===== config.mk =====
export PLATFORM = sky130hd
export DESIGN_NAME = rcd_ctrl
export DESIGN_NICKNAME = d
export VERILOG_FILES = /design/src/rtl/core/rcd_pkg.sv /design/src/rtl/core/rcd_ctrl.sv
export SDC_FILE = /design/constraint.sdc
export NUM_CORES = 1
export LEC_CHECK = 0
export ABC_AREA = 1
export BUFFER_PORTS_ARGS = -buffer_cell sky130_fd_sc_hd__buf_2
export CAP_MARGIN = 15
export CORE_UTILIZATION = 40
export CTS_BUF_LIST = sky130_fd_sc_hd__clkbuf_2
export DETAILED_ROUTE_END_ITERATION = 10
export GPL_TIMING_DRIVEN = 0
export HOLD_SLACK_MARGIN = 0.15
export RECOVER_POWER = 100
export SYNTH_ARGS = -nofsm -noshare
export SYNTH_HDL_FRONTEND = slang
export SYNTH_SLANG_ARGS = --single-unit

===== constraint.sdc =====
create_clock -name clk -period 1.2 [get_ports clk]
set_input_delay 0.06 -clock clk [delete_from_list [all_inputs] [get_ports clk]]
set_output_delay 0.06 -clock clk [all_outputs]
set_load 0.01 [all_outputs]

===== src/rtl/core/rcd_pkg.sv =====
// Package for the grid DDA column raycaster.
// Holds field widths, fixed-point widths, register indexes, and the
// command and status types shared by the controller and the datapath.
package rcd_pkg;

  localparam int MAP_W_DEF    = 64;
  localparam int MAP_H_DEF    = 64;
  localparam int TEX_SIZE_DEF = 64;

  localparam int POS_W      = 24;
  localparam int DIR_W      = 18;
  localparam int SCR_W      = 13;
  localparam int COL_W      = 12;
  localparam int TIDX_W     = 6;
  localparam int TILE_W     = 8;
  localparam int HIT_W      = 8;
  localparam int PD_W       = 24;
  localparam int LH_W       = 16;
  localparam int ROW_W      = 12;
  localparam int TEXC_W     = 6;
  localparam int CFG_IDX_W  = 3;
  localparam int CFG_DATA_W = 24;

  localparam int CAM_W   = 31;
  localparam int RD_W    = 32;
  localparam int DELTA_W = 33;
  localparam int SD_W    = 44;
  localparam int CELL_W  = 10;

  localparam int DIV_NW = 33;
  localparam int DIV_DW = 44;

  localparam int MUL_AW = 33;
  localparam int MUL_BW = 34;
  localparam int MUL_PW = MUL_AW + MUL_BW;

  localparam logic REQ_LOAD = 1'b0;
  localparam logic REQ_CAST = 1'b1;

  typedef enum logic [CFG_IDX_W-1:0] {
    CFG_CAM_POS_X     = 3'd0,
    CFG_CAM_POS_Y     = 3'd1,
    CFG_VIEW_DIR_X    = 3'd2,
    CFG_VIEW_DIR_Y    = 3'd3,
    CFG_CAM_PLANE_X   = 3'd4,
    CFG_CAM_PLANE_Y   = 3'd5,
    CFG_SCREEN_WIDTH  = 3'd6,
    CFG_SCREEN_HEIGHT = 3'd7
  } cfg_idx_t;

  typedef enum logic [4:0] {
    OP_IDLE, OP_CLEAR,
    OP_DIV_CAM, OP_SET_CAM,
    OP_MUL_X, OP_RDX, OP_MUL_Y, OP_RDY,
    OP_DIV_DX, OP_SET_DX, OP_DIV_DY, OP_SET_DY,
    OP_MUL_SDX, OP_SDX, OP_MUL_SDY, OP_SDY,
    OP_STEP, OP_CHECK, OP_DIST,
    OP_DIV_LH, OP_SET_LH, OP_MUL_WALL, OP_TEX, OP_OUT
  } dp_op_t;

  typedef enum logic [4:0] {
    S_CLEAR, S_IDLE,
    S_DIV_CAM, S_SET_CAM,
    S_MUL_X, S_RDX, S_MUL_Y, S_RDY,
    S_DIV_DX, S_SET_DX, S_DIV_DY, S_SET_DY,
    S_MUL_SDX, S_SDX, S_MUL_SDY, S_SDY,
    S_STEP, S_CHECK, S_DIST,
    S_DIV_LH, S_SET_LH, S_MUL_WALL, S_TEX, S_OUT
  } ctrl_state_t;

  typedef struct packed {
    dp_op_t op;
    logic   in_ready;
  } dp_cmd_t;

  typedef struct packed {
    logic clr_last;
    logic div_done;
    logic hit;
    logic out_free;
  } dp_stat_t;

endpackage


===== src/rtl/core/rcd_ctrl.sv =====
// Controller state machine of the raycaster: map clearing, item accept,
// and the sequence of datapath operations for one cast. Depends on rcd_pkg.
module rcd_ctrl import rcd_pkg::*; (
  input  logic     clk,
  input  logic     rst_n,
  input  logic     in_valid,
  input  logic     in_req_type,
  input  dp_stat_t stat,
  output dp_cmd_t  cmd
);

  ctrl_state_t state_r, state_nxt;

  always_ff @(posedge clk) begin
    if (!rst_n) begin
      state_r <= S_CLEAR;
    end else begin
      state_r <= state_nxt;
    end
  end

  always_comb begin
    state_nxt = state_r;
    case (state_r)
      S_CLEAR:    if (stat.clr_last) state_nxt = S_IDLE;
      S_IDLE:     if (in_valid && in_req_type == REQ_CAST) state_nxt = S_DIV_CAM;
      S_DIV_CAM:  state_nxt = S_SET_CAM;
      S_SET_CAM:  if (stat.div_done) state_nxt = S_MUL_X;
      S_MUL_X:    state_nxt = S_RDX;
      S_RDX:      state_nxt = S_MUL_Y;
      S_MUL_Y:    state_nxt = S_RDY;
      S_RDY:      state_nxt = S_DIV_DX;
      S_DIV_DX:   state_nxt = S_SET_DX;
      S_SET_DX:   if (stat.div_done) state_nxt = S_DIV_DY;
      S_DIV_DY:   state_nxt = S_SET_DY;
      S_SET_DY:   if (stat.div_done) state_nxt = S_MUL_SDX;
      S_MUL_SDX:  state_nxt = S_SDX;
      S_SDX:      state_nxt = S_MUL_SDY;
      S_MUL_SDY:  state_nxt = S_SDY;
      S_SDY:      state_nxt = S_STEP;
      S_STEP:     state_nxt = S_CHECK;
      S_CHECK:    state_nxt = stat.hit ? S_DIST : S_STEP;
      S_DIST:     state_nxt = S_DIV_LH;
      S_DIV_LH:   state_nxt = S_SET_LH;
      S_SET_LH:   if (stat.div_done) state_nxt = S_MUL_WALL;
      S_MUL_WALL: state_nxt = S_TEX;
      S_TEX:      state_nxt = S_OUT;
      S_OUT:      if (stat.out_free) state_nxt = S_IDLE;
      default:    state_nxt = S_IDLE;
    endcase
  end

  always_comb begin
    cmd.in_ready = 1'b0;
    cmd.op       = OP_IDLE;
    case (state_r)
      S_CLEAR:    cmd.op = OP_CLEAR;
      S_IDLE:     cmd.in_ready = 1'b1;
      S_DIV_CAM:  cmd.op = OP_DIV_CAM;
      S_SET_CAM:  cmd.op = OP_SET_CAM;
      S_MUL_X:    cmd.op = OP_MUL_X;
      S_RDX:      cmd.op = OP_RDX;
      S_MUL_Y:    cmd.op = OP_MUL_Y;
      S_RDY:      cmd.op = OP_RDY;
      S_DIV_DX:   cmd.op = OP_DIV_DX;
      S_SET_DX:   cmd.op = OP_SET_DX;
      S_DIV_DY:   cmd.op = OP_DIV_DY;
      S_SET_DY:   cmd.op = OP_SET_DY;
      S_MUL_SDX:  cmd.op = OP_MUL_SDX;
      S_SDX:      cmd.op = OP_SDX;
      S_MUL_SDY:  cmd.op = OP_MUL_SDY;
      S_SDY:      cmd.op = OP_SDY;
      S_STEP:     cmd.op = OP_STEP;
      S_CHECK:    cmd.op = OP_CHECK;
      S_DIST:     cmd.op = OP_DIST;
      S_DIV_LH:   cmd.op = OP_DIV_LH;
      S_SET_LH:   cmd.op = OP_SET_LH;
      S_MUL_WALL: cmd.op = OP_MUL_WALL;
      S_TEX:      cmd.op = OP_TEX;
      S_OUT:      cmd.op = OP_OUT;
      default:    cmd.op = OP_IDLE;
    endcase
  end

endmodule


## Word level (Yosys, flattened, before mapping)

Index checks and enable logic that the tools add are counted.

- Flip-flop bits (word level): 5
- Input bits: 8

- Equal/unequal tests: 30
- Multiplexer cells: 11
- Reductions and logical operators: 3

Operator list:

| operator | number |
|---|---|
| $pmux 5 s24 | 1 |
| $pmux 5 s23 | 1 |
| $eq 5x4->1 const B | 8 |
| $eq 5x5->1 const B | 8 |
| $mux 5 | 7 |
| $eq 5x3->1 const B | 4 |
| $ne 2x2->1 const B | 7 |
| $eq 5x2->1 const B | 2 |
| $reduce_and 7->1 | 1 |
| $eq 5x1->1 const B | 1 |
| $logic_not 5->1 | 1 |
| $mux 2 | 1 |
| $logic_and 1x1->1 | 1 |
| $mux 1 | 1 |

## Longest topological paths before layout

Gate-level depths: netlist (run 1).

- Word-level depth: 3
- Mapped depth: 10
- Depth with buffers taken out: 10

## Least setup slack after synthesis (run 1)

Ideal clock, no wire load.

- Path type: register to register
- From: reg state_r[3]
- To: reg state_r[4]
- Setup time: 0.117 ns
- Arrival time: 1.136 ns
- Slack: -0.052 ns
- Stages on the path, launching flop included: 10
- Path buffers: 1
- Cell sequence: dfxtp_1 > buf_6 > nor2_2 > nand4_1 > nand2_1 > nor2_2 > nand2_4 > nand2_2 > nand2_2 > nor2_1

- Cells in the longest elaborated chain, start to end: 3
- Elaborated cells on any way between the ends: 33

Ends and longest elaborated chain:

| element | line | text |
|---|---|---|
| from (decl) | rcd_ctrl.sv:12 | `ctrl_state_t state_r, state_nxt;` |
| from (signal assigned) | rcd_ctrl.sv:18 | `state_r <= state_nxt;` |
| $eq 5x1->1 (tied with other cells) | rcd_ctrl.sv:24 | `case (state_r)` |
| $ne 2x2->1 (no line) | - |  |
| $reduce_and 7->1 (no line) | - |  |

Parallel ways exist; a longest one is shown, timed or not.
A chain may end at the register's enable or synchronous reset.

## Worst setup path after layout (run 1)

- From: reg state_r[1]
- To: reg state_r[2]

The elaborated chain is that of the path after synthesis.

==> results.json, run 1 <==
{
  "crit_fanout": 7,
  "slowest_stage": "dfxtp_4",
  "synth_compound_gate_area_share": 0.0902,
  "dieArea_um2": 1870,
  "drt_iter0_markers": 32,
  "timing.rr.start": "state_r[1]",
  "ioPinCount": 14,
  "synth-simple-area-share": 0.632,
  "wl_per_cell_um": 14.5,
  "post-dp-hpwl_um": 1320,
  "netlist.area_leader.share": 0.147,
  "rrSetupSlack_ns": -0.23,
  "clock_latency_ns": 0.22,
  "final_common_cell": "nand2_1",
  "power_switching_mw": 1.32,
  "avgSynthCellArea_um2": 6.07,
  "drtAntennaViolNets": 0,
  "muxShareOfSynthArea": 0,
  "drive_gt1_frac": 0.588,
  "antenna_found_initial": 0,
  "clk_path_buf_depth": 2,
  "grt_max_degree": 11,
  "largest_register_ffs": 5,
  "diodes": 0,
  "hp-class": "in2reg",
  "yosysTopAreaCell": "dfxtp_1",
  "layout_common_cells": "nand2_1 (18), nor2_1 (15), buf_2 (13), buf_4 (13)",
  "period_share": 1.19,
  "violations": "negative setup slack",
  "cts_tree": "built",
  "synth_nets": 120,
  "p_total_mw": 2.51,
  "routed_wl_um": 2380,
  "min-delay-start": "stat[1]",
  "swShare": 0.526,
  "gp_congestion": 0.789,
  "initial_core_util": 0.441,
  "regMostFlops": "state_r",
  "vias": 912,
  "top_regs": "state_r x5",
  "synth-seq-cells": 5,
  "pwr-share-seq": 0.164,
  "yosys_warnings": 0,
  "cp_cell_sequence": "nor2_4 > buf_6 > buf_6 > nand2_4 > nand2_4 > nand2_4 > nand2_4 > nor2_1 > nand2_1 > nor2_1 > nor2_2",
  "syn_area_um2": 679,
  "clock-root-buffer": "clkbuf_2",
  "area_delta_synth_final_pct": 62.2,
  "grt_first_pass_wirelength_um": 3550,
  "slew_headroom": 0.842,
  "ys_seq_area_frac": 0.147,
  "start_kind": "flop",
  "tightest_slew_ns": 0.236,
  "final_max_slew_viol_count": 0,
  "synth_top_family_by_area": "simple AND/OR/NAND/NOR gates",
  "min_to": "state_r[1]",
  "max_freq_mhz": 699,
  "cts_num_sinks": 5,
  "ys_top_cells_by_area": "dfxtp_1 (15%), nand2_1 (12%), nor2_1 (12%)",
  "drt-vias-per-instance": 5.56,
  "syn_inst": 112,
  "startpoint": "state_r[1]",
  "reg2reg_depth": 11,
  "pwr-share-comb": 0.774,
  "finalWorstSetupSlack_ns": -0.231,
  "ir_drop_mv": 1.61,
  "path_delay_family": "simple AND/OR/NAND/NOR gates",
  "dieHeight_um": 43.2,
  "grt_use_total": 0.254,
  "ys_types": 23,
  "dr.pass1.iters": 6,
  "num-nets-final": 157,
  "pwr-share-clk": 0.061,
  "arrival_ns": 1.54,
  "critical_path_required_ns": 1.31,
  "critPathKind": "reg2reg",
  "port_buffers": 13,
  "synth_xor_area_frac": 0,
  "p_int_mw": 1.19,
  "endpoint_kind": "flop",
  "r2r-end": "state_r[2]",
  "status": "finished, violations left",
  "cts_inserted_buffers": 3,
  "hold_path_depth": 5,
  "overflow": 0,
  "htreeDepth": 1,
  "core_um2": 1540,
  "drv_cap": 0,
  "die_x_um": 43.2,
  "post-route-util": 0.715,
  "fin_crit_ns": 1.43,
  "p_per_area_nw_per_um2": 2270,
  "rsz0062_at_grt": "yes",
  "synthAdderAreaFrac": 0,
  "critical-path-max-stage-delay_ns": 0.42,
  "clk_pin_slew_worst_paths_ns": 0.05,
  "fp-row-count": 14,
  "hold_violations": 0,
  "setup_violations": 8,
  "fin_worst_skew_ns": 0.00115,
  "n_fill_cell": 137,
  "power_leakage_nw": 0.570,
  "crit_top_cell": "nand2_4",
  "drc": 0,
  "grt_pass1_vias": 887,
  "path_buf_inv": 2
}
==> cells by family after synthesis <==
kind of cell / after synthesis
AND/OR/NAND/NOR: 80
buffers and inverters: 17
AO/OA/AOI/OAI: 10
flip-flops: 5
==> Yosys cell counts (all sizes together) <==
master,number
nor2,27
nand3,15
inv,14
nand4,5
buf,3
o21ai,3
a21oi,5
and3,1
o211ai,1
nand2,30
nor3,1
dfxtp,5
a31oi,1
nand3b,1
==> power by group through the flow <==
stage          Clock, mW  Combinational, mW  Sequential, mW
2_1_floorplan          0               1.05           0.299
3_3_place_gp           0               1.33           0.320
3_5_place_dp           0               1.34           0.318
4_1_cts            0.162               1.65           0.332
5_1_grt            0.179               2.09           0.423
6_report           0.154               1.94           0.412
==> worst max path at each step <==
stage | endpoint | slack [ns] | depth (start not counted)
after global routing | state_r[4] | -0.26 | 9
after CTS | cmd[1] | -0.18 | 6
final | state_r[2] | -0.23 | 11
after floorplan | state_r[4] | 0.005 | 10
after detailed placement | state_r[4] | -0.19 | 7
after global placement | state_r[4] | -0.21 | 7
==> layer usage <==
layer / up-vias / global-route usage / share of wire
li1: 439 / - / -
met1: 420 / 0.279 / 0.40
met2: 39 / 0.403 / 0.48
met3: 14 / 0.0426 / 0.055
met4: 0 / 0.236 / 0.060
met5: - / 0 / 0
==> repair_timing <==
item | 4_1_cts | 5_1_grt
gates resized for setup | 19 | 31
hold buffers | 1 | 0
hold endpoints to repair | 5 | 0
setup endpoints to repair | 8 | 9
cloned | 0 | 0
pin swaps | 8 | 15
setup buffers | 15 | 5
==> worst min-delay path, cell delays in order <==
cell and delay (ns):
buf_2 0.10, nand2_1 0.05, nand3b_1 0.07, nand3_1 0.09, a21oi_2 0.06
==> metrics by stage <==
stage / cells / setup WS [ns] / hold slack [ns] / TNS, ns / area, um2
floorplan: 112 / 0.00520 / 0.185 / 0 / 689
global placement: 141 / -0.210 / 0.325 / -0.879 / 774
global route: 164 / -0.262 / 0.268 / -1.80 / 1100
finish: 164 / -0.231 / 0.247 / -1.30 / 1100
CTS: 161 / -0.177 / 0.230 / -1.04 / 966
detailed placement: 141 / -0.188 / 0.324 / -0.746 / 774
==> final cells by class <==
class | instances | area (um2) | share of cell area
Buffer | 1 | 11.3 | 0.0102
Clock buffer | 4 | 20.0 | 0.0182
Inverter | 14 | 65.1 | 0.0590
Multi-Input combinational cell | 90 | 616 | 0.558
Sequential cell | 5 | 119 | 0.108
Tap cell | 16 | 20.0 | 0.0182
Timing Repair Buffer | 34 | 251 | 0.228
(Power assumes the default switching activity.)
==> run 2: changes to the inputs <==
CORE_UTILIZATION = 50   (was 40)
PLACE_DENSITY = 0.77   (was not set)
SLEW_MARGIN = 25   (was not set)
==> run 2 against run 1 <==
Against the previous run:
- non-clock buffer count fell by 4
- clock skew up 0.00065 ns
- clock-buffer cell count unchanged
- the flow still finishes with violations (negative setup slack)
==> results.json, run 2 (synthesis gave the netlist of run 1 again) <==
{
  "num-nets-final": 153,
  "fin_worst_skew_ns": 0.00180,
  "htreeDepth": 1,
  "drt-vias-per-instance": 5.86,
  "start_kind": "flop",
  "final_max_slew_viol_count": 0,
  "drv_cap": 0,
  "antenna_found_initial": 0,
  "final_common_cell": "nand2_1",
  "post-route-util": 0.869,
  "initial_core_util": 0.573,
  "gp_congestion": 0.880,
  "wl_met3_um": 258,
  "numPlacedInstances": 139,
  "routed_wl_um": 2470,
  "power_leakage_nw": 0.519,
  "endpoint_kind": "flop",
  "status": "finished, violations left",
  "drc": 0,
  "dr.pass1.iters": 4,
  "clk_pin_slew_worst_paths_ns": 0.06,
  "clock_latency_ns": 0.24,
  "vias": 926,
  "period_share": 1.20,
  "arrival_ns": 1.57,
  "post-dp-hpwl_um": 1360,
  "regMostFlops": "state_r",
  "drive_gt1_frac": 0.549,
  "cts_num_sinks": 5,
  "detailedPlace.worstSlack_ns": -0.154,
  "slew_headroom": 0.842,
  "crit_fanout": 7,
  "dieArea_um2": 1510,
  "grt_max_degree": 11,
  "grt_pass1_vias": 874,
  "top_layer": "met4",
  "grt_use_total": 0.364,
  "fin_area_um2": 1030,
  "fp-row-count": 12,
  "cts_inserted_buffers": 3,
  "dieHeight_um": 38.9,
  "drtAntennaViolNets": 0,
  "core_um2": 1190,
  "tightest_slew_ns": 0.236,
  "top_regs": "state_r x5",
  "setup_violations": 8,
  "die_x_um": 38.9,
  "final_cells": 158,
  "hp-class": "in2reg",
  "rrSetupSlack_ns": -0.24,
  "rsz0062_at_grt": "yes",
  "port_buffers": 13,
  "max_freq_mhz": 693,
  "ioPinCount": 14,
  "placed_area_um2": 772,
  "critPathKind": "reg2reg",
  "finalWorstSetupSlack_ns": -0.242,
  "critical_path_required_ns": 1.33,
  "wl_per_cell_um": 15.6,
  "hold_violations": 0,
  "ir_drop_mv": 1.48,
  "area_delta_synth_final_pct": 51.7,
  "layout_common_cells": "nand2_1 (21), nor2_1 (18), buf_4 (14)",
  "violations": "negative setup slack",
  "met1_length_um": 926,
  "cts_tree": "built",
  "dr_wl_met2_um": 1180,
  "largest_register_ffs": 5,
  "grt_first_pass_wirelength_um": 3650,
  "clk_path_buf_depth": 2,
  "n_fill_cell": 61,
  "overflow": 0,
  "clock-root-buffer": "clkbuf_2",
  "drt_iter0_markers": 75,
  "p_per_area_nw_per_um2": 2280,
  "diodes": 0,
  "fin_crit_ns": 1.44
}
## run 2: cell types whose count changed in the layout (fill, tap and decap cells not counted), sizes merged
cell,delta
buf,-6
clkbuf,+2
## run 2: power by group
part	internal, mW	switching [mW]	total [mW]
Combinational	0.699	1.08	1.78
Sequential	0.255	0.152	0.407
Clock	0.0882	0.0817	0.170
## run 2: stage by stage
| step | TNS, ns | total power, mW | hold slack (ns) |
|---|---|---|---|
| finish | -1.40 | 2.35 | 0.236 |
| global route | -1.96 | 2.53 | 0.250 |
| CTS | -0.896 | 2.08 | 0.251 |
| detailed placement | -0.596 | 1.65 | 0.324 |
| global placement | -0.527 | 1.63 | 0.323 |
| floorplan | 0 | 1.35 | 0.185 |
## run 2: path summary, 6_finish.rpt
path | start | cells past startpoint | endpoint
max | state_r[0] | 8 | state_r[2]
min | stat[1] | 5 | state_r[1]
max reg2reg | state_r[0] | 8 | state_r[2]
min reg2reg | state_r[1] | 3 | state_r[1]
## run 2: worst max-delay path, stage by stage, from the launching register on
cell and delay [ns]:
dfxtp_4 0.41, inv_4 0.05, buf_4 0.14, o211ai_1 0.21
nand2_1 0.14, nor2_1 0.12, nand2_1 0.08, nor2_2 0.12
nor2_2 0.06
## run 2: cell type report
cell class | instances | area, um2 | share of cell area
inverters | 14 | 70.1 | 0.0680
clock buffers | 4 | 20.0 | 0.0194
repair buffers | 29 | 196 | 0.191
plain buffers | 2 | 26.3 | 0.0255
multi-input cells | 90 | 584 | 0.567
well taps | 14 | 17.5 | 0.0170
flip-flops and latches | 5 | 116 | 0.113
## run 2: layer usage
| metal | up-vias | track usage |
|---|---|---|
| li1 | 431 | - |
| met3 | 17 | 0.156 |
| met4 | 0 | 0.259 |
| met1 | 411 | 0.377 |
| met2 | 67 | 0.579 |
| met5 | - | 0 |
## run 2: repair_timing
action | in CTS | in global routing
hold endpoints to repair | 5 | 0
setup endpoints to repair | 9 | 9
hold buffers | 1 | 0
gates cloned | 0 | 0
setup buffers | 13 | 2
pin swaps | 6 | 11
resized for setup | 20 | 21
==> run 3: changes to the inputs <==
CORE_UTILIZATION = 35   (was 50)
PLACE_DENSITY = not set   (was 0.77)
==> run 3 against run 2 <==
Against the previous run:
- the flow still finishes with violations (negative setup slack)
- utilization shrank 27 points
- cell count grew 9.5%
- cell area grew 3.0%
- sequential share of layout area shrank 0.33 points
- critical path depth shrank 2
- sequential cell count is the same
- critical path type is now reg2out
- largest cell class unchanged
- largest power group unchanged
- highest routed layer unchanged
==> results.json, run 3 (synthesis gave the netlist of run 1 again) <==
{
  "rrSetupSlack_ns": -0.17,
  "gr-usage-met1": 0.259,
  "overflow": 0,
  "die_x_um": 46.1,
  "cts_inserted_buffers": 3,
  "fin_area_um2": 1060,
  "power_switching_mw": 1.22,
  "routed_wl_um": 2130,
  "clock_latency_ns": 0.20,
  "drtAntennaViolNets": 0,
  "cts_tree": "built",
  "htreeDepth": 1,
  "port_buffers": 13,
  "wl_per_cell_um": 12.3,
  "max_freq_mhz": 725,
  "drc": 0,
  "top_regs": "state_r x5",
  "finalWorstSetupSlack_ns": -0.178,
  "hold_violations": 0,
  "final_cells": 173,
  "dr.pass1.iters": 4,
  "grt_use_total": 0.215,
  "grt_first_pass_wirelength_um": 3280,
  "critPathKind": "reg2out",
  "largest_register_ffs": 5,
  "endpoint_kind": "output port",
  "start_kind": "flop",
  "p_int_mw": 1.16,
  "power_leakage_nw": 0.542,
  "vias": 878,
  "core_um2": 1760,
  "pwr-share-comb": 0.788,
  "dieArea_um2": 2120,
  "swShare": 0.511,
  "p_total_mw": 2.38,
  "drt_iter0_markers": 42,
  "setup_violations": 8,
  "p_per_area_nw_per_um2": 2240,
  "regMostFlops": "state_r",
  "critical_path_required_ns": 1.14,
  "arrival_ns": 1.32,
  "period_share": 1.15,
  "grt_pass1_vias": 805,
  "area_delta_synth_final_pct": 56.4,
  "slew_headroom": 0.867,
  "met3_usage": 0.0549,
  "final_max_slew_viol_count": 0,
  "rsz0062_at_grt": "yes",
  "clk_pin_slew_worst_paths_ns": 0.05,
  "grt_use_met2": 0.349,
  "pwr-share-seq": 0.151,
  "fp-row-count": 15,
  "pwr-share-clk": 0.061,
  "layout_common_cells": "nand2_1 (17), nor2_1 (16), buf_4 (15)",
  "gp_congestion": 0.894,
  "top_usage_layer": "met2",
  "hp-class": "in2reg",
  "grt_max_degree": 11,
  "drive_gt1_frac": 0.574,
  "tightest_slew_ns": 0.198,
  "status": "finished, violations left",
  "fin_worst_skew_ns": 0.000966,
  "post-dp-hpwl_um": 1290,
  "fin_crit_ns": 1.38,
  "ir_drop_mv": 1.11,
  "placed_area_um2": 786,
  "cts_num_sinks": 5,
  "antenna_found_initial": 0,
  "clk_path_buf_depth": 2,
  "diodes": 0,
  "numPlacedInstances": 150,
  "final_common_cell": "nand2_1",
  "ioPinCount": 14,
  "drt-vias-per-instance": 5.08,
  "violations": "negative setup slack",
  "crit_fanout": 6,
  "drv_cap": 0,
  "dieHeight_um": 46.1,
  "num-nets-final": 157,
  "initial_core_util": 0.385,
  "clock-root-buffer": "clkbuf_2"
}
-- run 3: cell count changes in the layout (fill, tap and decap cells not counted), sizes merged --
cell,previous run,this run
buf,28,34
clkbuf,6,4
-- run 3: critical path: stages, from the launching register on --
cell	delay (ns)
dfxtp_2	0.31
buf_6	0.13
nor2_4	0.15
nand3_1	0.12
and3_4	0.19
nand4_1	0.07
buf_2	0.13
-- run 3: worst paths after layout --
check,startpoint,to,depth (start not counted)
setup / recovery,state_r[1],cmd[1],6
hold / removal,stat[1],state_r[1],5
setup reg to reg,state_r[0],state_r[2],9
hold reg to reg,state_r[2],state_r[4],4
-- run 3: power groups by stage --
| stage | Sequential [mW] | Clock [mW] | Combinational [mW] |
|---|---|---|---|
| after floorplan | 0.299 | 0 | 1.05 |
| after global placement | 0.320 | 0 | 1.33 |
| after detailed placement | 0.321 | 0 | 1.33 |
| after CTS | 0.336 | 0.154 | 1.64 |
| after global routing | 0.368 | 0.164 | 2.07 |
| final | 0.359 | 0.145 | 1.88 |
-- run 3: area by class of cell --
class,count,area [um2]
repair buffers,33,233
flip-flops and latches,5,116
multi-input cells,90,577
plain buffers,2,22.5
fillers,169,702
inverters,14,62.6
well taps,25,31.3
clock buffers,4,20.0
-- run 3: layer usage --
layer  share of wire  vias up
li1                -      440
met1            0.43      392
met2            0.50       40
met3           0.054        6
met4           0.013        0
met5               0        -
-- run 3: timing repair --
| action | CTS | global route |
|---|---|---|
| hold endpoints to repair | 5 | 0 |
| setup endpoints to repair | 8 | 9 |
| setup buffers | 16 | 3 |
| resized for setup | 18 | 23 |
| pin swaps | 8 | 21 |
| hold buffers | 1 | 0 |
-- run 3: metrics by stage --
| step | util | setup slack (ns) | hold slack [ns] | TNS, ns |
|---|---|---|---|---|
| floorplan | - | 0.00520 | 0.185 | 0 |
| global placement | 0.445 | -0.165 | 0.328 | -0.649 |
| detailed placement | 0.445 | -0.168 | 0.331 | -0.650 |
| CTS | 0.557 | -0.158 | 0.249 | -0.921 |
| global route | 0.602 | -0.268 | 0.282 | -1.64 |
| finish | 0.602 | -0.178 | 0.253 | -0.989 |
